--- src/rtl/bfa_pkg.sv ---
// shared types and constants for the bitmap frame allocator
// opcodes, controller states, config indexes and control/status bundles
package bfa_pkg;

  localparam int unsigned FRAMES_DEF      = 4096;
  localparam int unsigned FRAME_BYTES_DEF = 4096;

  localparam int unsigned CFG_IDX_W  = 1;
  localparam int unsigned CFG_DATA_W = 32;
  localparam int unsigned UMK_W      = 22;

  localparam logic [CFG_IDX_W-1:0] CFG_UPPER_MEM = 1'd0;
  localparam logic [CFG_IDX_W-1:0] CFG_IMG_END   = 1'd1;

  localparam int unsigned FADDR_W  = 24;
  localparam int unsigned COUNT_W  = 13;
  localparam int unsigned IN_W     = 40;
  localparam int unsigned OUT_W    = 56;

  localparam logic [31:0] LOW_MEM_BYTES = 32'h0010_0000;

  typedef enum logic [1:0] {
    OP_INIT  = 2'd0,
    OP_ALLOC = 2'd1,
    OP_FREE  = 2'd2
  } op_e;

  typedef enum logic [2:0] {
    ST_IDLE,
    ST_INIT,
    ST_SCAN,
    ST_FREE_RD,
    ST_FREE_CHK,
    ST_DONE
  } state_e;

  typedef struct packed {
    logic capture;
    logic init_load;
    logic init_wr;
    logic init_end;
    logic scan_rd;
    logic alloc_wr;
    logic free_rd;
    logic free_wr;
    logic res_load;
  } ctl_cmd_t;

  typedef struct packed {
    logic total_zero;
    logic cnt_last;
    logic issue_done;
    logic rd_vld;
    logic rd_last;
    logic hit;
    logic free_in_range;
    logic free_bit_used;
    logic out_busy;
  } dp_stat_t;

endpackage

--- src/rtl/bfa_ctrl.sv ---
// controller state machine of the bitmap frame allocator
// depends on bfa_pkg; drives the datapath through ctl_cmd_t
module bfa_ctrl import bfa_pkg::*; (
  input  logic     clk_i,
  input  logic     rst_ni,
  input  logic     in_valid_i,
  input  op_e      in_op_i,
  output logic     in_ready_o,
  input  dp_stat_t stat_i,
  output ctl_cmd_t cmd_o
);

  state_e state_q, state_d;

  always_ff @(posedge clk_i or negedge rst_ni) begin
    if (!rst_ni) begin
      state_q <= ST_IDLE;
    end else begin
      state_q <= state_d;
    end
  end

  always_comb begin
    state_d    = state_q;
    cmd_o      = '0;
    in_ready_o = 1'b0;
    case (state_q)
      ST_IDLE: begin
        in_ready_o = 1'b1;
        if (in_valid_i) begin
          cmd_o.capture = 1'b1;
          case (in_op_i)
            OP_INIT: begin
              cmd_o.init_load = 1'b1;
              state_d = ST_INIT;
            end
            OP_ALLOC: begin
              state_d = stat_i.total_zero ? ST_DONE : ST_SCAN;
            end
            OP_FREE: begin
              state_d = ST_FREE_RD;
            end
            default: begin
              state_d = ST_DONE;
            end
          endcase
        end
      end
      ST_INIT: begin
        cmd_o.init_wr = 1'b1;
        if (stat_i.cnt_last) begin
          cmd_o.init_end = 1'b1;
          state_d = ST_DONE;
        end
      end
      ST_SCAN: begin
        cmd_o.scan_rd = !stat_i.issue_done;
        if (stat_i.rd_vld && stat_i.hit) begin
          cmd_o.scan_rd  = 1'b0;
          cmd_o.alloc_wr = 1'b1;
          state_d = ST_DONE;
        end else if (stat_i.rd_vld && stat_i.rd_last) begin
          state_d = ST_DONE;
        end
      end
      ST_FREE_RD: begin
        if (stat_i.free_in_range) begin
          cmd_o.free_rd = 1'b1;
          state_d = ST_FREE_CHK;
        end else begin
          state_d = ST_DONE;
        end
      end
      ST_FREE_CHK: begin
        cmd_o.free_wr = stat_i.free_bit_used;
        state_d = ST_DONE;
      end
      ST_DONE: begin
        if (!stat_i.out_busy) begin
          cmd_o.res_load = 1'b1;
          state_d = ST_IDLE;
        end
      end
      default: begin
        state_d = ST_IDLE;
      end
    endcase
  end

endmodule

--- config.mk ---
export PLATFORM = sky130hd
export DESIGN_NAME = bfa_ctrl
export DESIGN_NICKNAME = d
export VERILOG_FILES = /design/src/rtl/bfa_pkg.sv /design/src/rtl/bfa_ctrl.sv
export SDC_FILE = /design/constraint.sdc
export NUM_CORES = 1
export LEC_CHECK = 0
export BUFFER_PORTS_ARGS = -buffer_cell sky130_fd_sc_hd__buf_2
export CELL_PAD_IN_SITES_DETAIL_PLACEMENT = 1
export CELL_PAD_IN_SITES_GLOBAL_PLACEMENT = 2
export CORE_MARGIN = 8
export CORE_UTILIZATION = 18
export DETAILED_ROUTE_END_ITERATION = 7
export PLACE_DENSITY = 0.71
export SLEW_MARGIN = 10
export SYNTH_ARGS = -nofsm -noshare
export SYNTH_HDL_FRONTEND = slang
export SYNTH_SLANG_ARGS = --single-unit
--- constraint.sdc ---
create_clock -name clk_i -period 1.1 [get_ports clk_i]
set_clock_uncertainty 0.05 [all_clocks]
set_input_delay 0.055 -clock clk_i [delete_from_list [all_inputs] [get_ports clk_i]]
set_output_delay 0.055 -clock clk_i [all_outputs]
set_load 0.02 [all_outputs]
Yosys cells after proc, flatten, opt, wreduce, memory -nomap -nowiden
Cells that the tools add are included.
{"block": "totals", "out_inout_bits": 10, "wordCells": 40, "regBits": 3}
{"block": "classes", "n_eq_ne": 11, "n_mux": 22, "reduce_logical": 6}
{"operator": "$mux 3", "count": 6}
{"operator": "$pmux 3 s6", "count": 1}
{"operator": "$mux 2", "count": 5}
{"operator": "$mux 1", "count": 9}
{"operator": "$pmux 3 s3", "count": 1}
{"operator": "$eq 3x2->1 const B", "count": 2}
{"operator": "$eq 3x3->1 const B", "count": 2}
{"operator": "$ne 2x2->1 const B", "count": 3}
{"operator": "$reduce_and 4->1", "count": 1}
{"operator": "$eq 3x1->1 const B", "count": 1}
{"operator": "$logic_not 3->1", "count": 1}
{"operator": "$ne 3x3->1 const B", "count": 1}
{"operator": "$eq 2x1->1 const B", "count": 1}
{"operator": "$eq 2x2->1 const B", "count": 1}
{"operator": "$logic_and 1x1->1", "count": 2}
{"operator": "$logic_not 2->1", "count": 1}
{"operator": "$logic_not 1->1", "count": 1}

Longest topological paths before layout
{"block": "logic_depth", "depth_word": 4, "ltp_mapped": 4, "ltp_nobuf": 4}

Worst setup path after synthesis
OpenSTA, ideal clock, no wires.
{"block": "synth_timing", "path_type": "reg2out", "from": "reg state_q[0]", "to": "out cmd_o[7] in the netlist's numbering", "path_buffers": 0, "path_slack_ns": -0.420, "t_arrival_ns": 1.415, "stages_incl_launch_ff": 5, "path_cell_list": "dfrtp_1 > or3_4 > inv_2 > and2_4 > nor3b_2"}
{"item": "start: declaration", "line": "bfa_ctrl.sv:13", "text": "state_e state_q, state_d;"}
{"item": "start signal: assignment", "line": "bfa_ctrl.sv:19", "text": "state_q <= state_d;"}
{"item": "end: declaration", "line": "bfa_ctrl.sv:10", "text": "output ctl_cmd_t cmd_o"}

==> reports/qor.txt <==
Status = finished, violations left
Failing checks = negative setup slack
Antenna violation net count after detailed routing = 0
Clk sinks = 3
Vias in the first global route = 536
Switching power = 0.659 mW
H-tree depth = 1
Count of different cell masters after synthesis = 27
Sw frac = 38.1%
CTS tree = yes
Yosys reg bits = 3
# fillers = 231
Regs by FF count = state_q (3)
Static Leak = 0.393 nW
Nets = 98
Peak VDD IR = 0.615 mV
Register with the most flip-flops = state_q
Gpl congestion = 0.691
Comb power frac = 78.4%
Proportion of layout cells with a drive suffix above 1 = 73.5%
Syn Nets = 55
Average size of a mapped cell = 8.73 µm²
Number of cells in the finished layout apart from fillers = 110
Pwr Total = 1.73 mW
Hold_ws = 0.0831 ns
Worst-margin pin slew = 0.323 ns
Max clock buf depth = 2
Seq/Total Area, Yosys = 21.0%
Antenna diodes = 0
Post-DP Area = 577 µm²
R2R Setup Slk = -0.31 ns
Die X = 60.6 µm
Die area = 3670 µm²
WL final = 1490 µm
First-pass iteration count of the detailed router = 1
Core ar. = 1920 µm²
Post-synthesis async set-or-reset flop share = 100%
Post-synth EDFFs = 0
Clk root buf = clkbuf_4
DRC viols = 0
Post-synth top cells = and2_1, dfrtp_1, nand2_1, nor3b_2, o21ai_0
Clock share of power = 11.6%
Crit path launch type = flop
Vias per cell = 4.45
Max_cap viols = 0
Cells after DPL = 95
RSZ-0062 raised after global routing = true
Hold Crit Class = in -> async
Layout Area Growth over Synthesis = 135%
Worst-path clk slew = 0.04 ns
CP arrival = 1.52 ns
Min Clock Period, post-route = 1.63 ns
First-pass GRT wire length = 2380 µm
Top cells by area, synth = dfrtp_1, nor3b_2, and2_1
DP HPWL = 985 µm
Synth top area share = 21.0%
CTS Buf Count = 3
Setup violators final = 13
Final instance area = 841 µm²
Tcrit/Tclk final = 148%
Final setup margin = -0.529 ns
Post-DR wirelength/cell = 13.6 µm
Kind of critical path = reg -> out
Gr ovfl total = 0
IO Pins = 24
Netlist Area Pre-Place = 358 µm²
GRT Overall Usage = 8.48%
Number of flip-flops in the largest register = 3
Initial core utilization = 18.6%
Top FF cell, synth = dfrtp_1
CP required = 1.00 ns
Crit path max fanout = 2
Die Span Y = 60.6 µm
Fmax = 614 MHz
Critical path capture point type = output pin
Max-slew violations = 0
Cell Int Power = 1.07 mW
FP Rows = 16
Later-pin clock latency in the skew report = 0.24 ns
Final hold violation count = 0
Iteration-0 DRC Markers = 0
Setup WS pre-CTS = -0.297 ns
Dominant cell type by area after synthesis = dfrtp_1
Synth warn = 0
Pin count of the biggest net entering global routing = 13
Power density over cell area = 2060 nW/µm²
Register share of total power = 10.1%
Routed via count = 489
Port Buffers = 23
Initial antenna violation count = 0
Syn Inst Count = 41
Max-slew headroom = 78.3%
[cell usage in the layout, fill, tap and decap left out, types with 2 or more instances in the layout]
cell type	synthesis	routed
a21oi_1	2	2
and2_4	1	4
buf_2	1	13
buf_4	2	11
buf_6	0	14
clkbuf_4	0	3
dfrtp_1	3	3
nand2_1	3	2
nor3b_4	0	3
o21ai_1	0	2
o31ai_2	0	2
[layout make-up]
cell class | instances | area, µm² | area share, %
timing repair buffer | 41 | 363 | 43.2
multi-input combinational | 34 | 337 | 40.0
sequential | 3 | 75.1 | 8.93
tap | 27 | 33.8 | 4.02
clock buffer | 4 | 26.3 | 3.13
inverter | 1 | 6.26 | 0.744
[layer usage]
metal | track usage [%] | up-vias | share of wire [%]
met5 | 0 | - | 0
li1 | - | 239 | -
met3 | 1.06 | 2 | 6.8
met2 | 15.2 | 19 | 53
met1 | 9.23 | 229 | 38
met4 | 4.98 | 0 | 1.7
[power by group through the flow]
stage,Combinational (mW),Clock [mW],Sequential [mW]
3_5_place_dp,0.909,0,0.174
6_report,1.36,0.200,0.174
2_1_floorplan,0.589,0,0.186
4_1_cts,1.22,0.215,0.176
5_1_grt,1.44,0.217,0.181
3_3_place_gp,0.899,0,0.174
[per-stage QoR]
step	TNS (ns)	utilization, %
2_1_floorplan	-0.823	-
3_3_place_gp	-1.82	30.0
3_5_place_dp	-2.00	30.0
4_1_cts	-4.56	41.1
5_1_grt	-5.28	43.8
6_report	-4.46	43.8
[worst max-delay path, stage by stage (launching register included)]
cell,delay [ns]
dfrtp_1,0.37
or3_4,0.41
inv_4,0.06
and2_4,0.13
nor3b_4,0.18
buf_6,0.14
[worst paths after layout]
kind | from | to | cells after the start
worst min register to register | state_q[0] | state_q[1] | 3
worst min-delay path | rst_ni | state_q[0] | 2
max in group asynchronous | rst_ni | state_q[2] | 2
worst max-delay path | state_q[0] | cmd_o[7] | 5
worst max register to register | state_q[1] | state_q[1] | 5
min in group clk_i | stat_i[0] | state_q[2] | 3
[cell families (layout without fill, tap and decap cells)]
group | Yosys count | after routing | share of synthesized area (%)
flops | 3 | 3 | 21.0
simple gates | 20 | 20 | 42.0
mux | 1 | 1 | 2.80
compound gates | 13 | 13 | 27.6
buf+inv | 4 | 46 | 6.64
[what timing repair did]
item                                    in CTS  in global routing
endpoints found under the hold margin        3                  0
setup buffers                                7                  5
cloned                                       1                  0
resized for setup                           27                 11
pin swaps                                    3                  8
endpoints found under the setup margin      13                 13
hold buffers                                 1                  0
(Power assumes the default switching activity.)
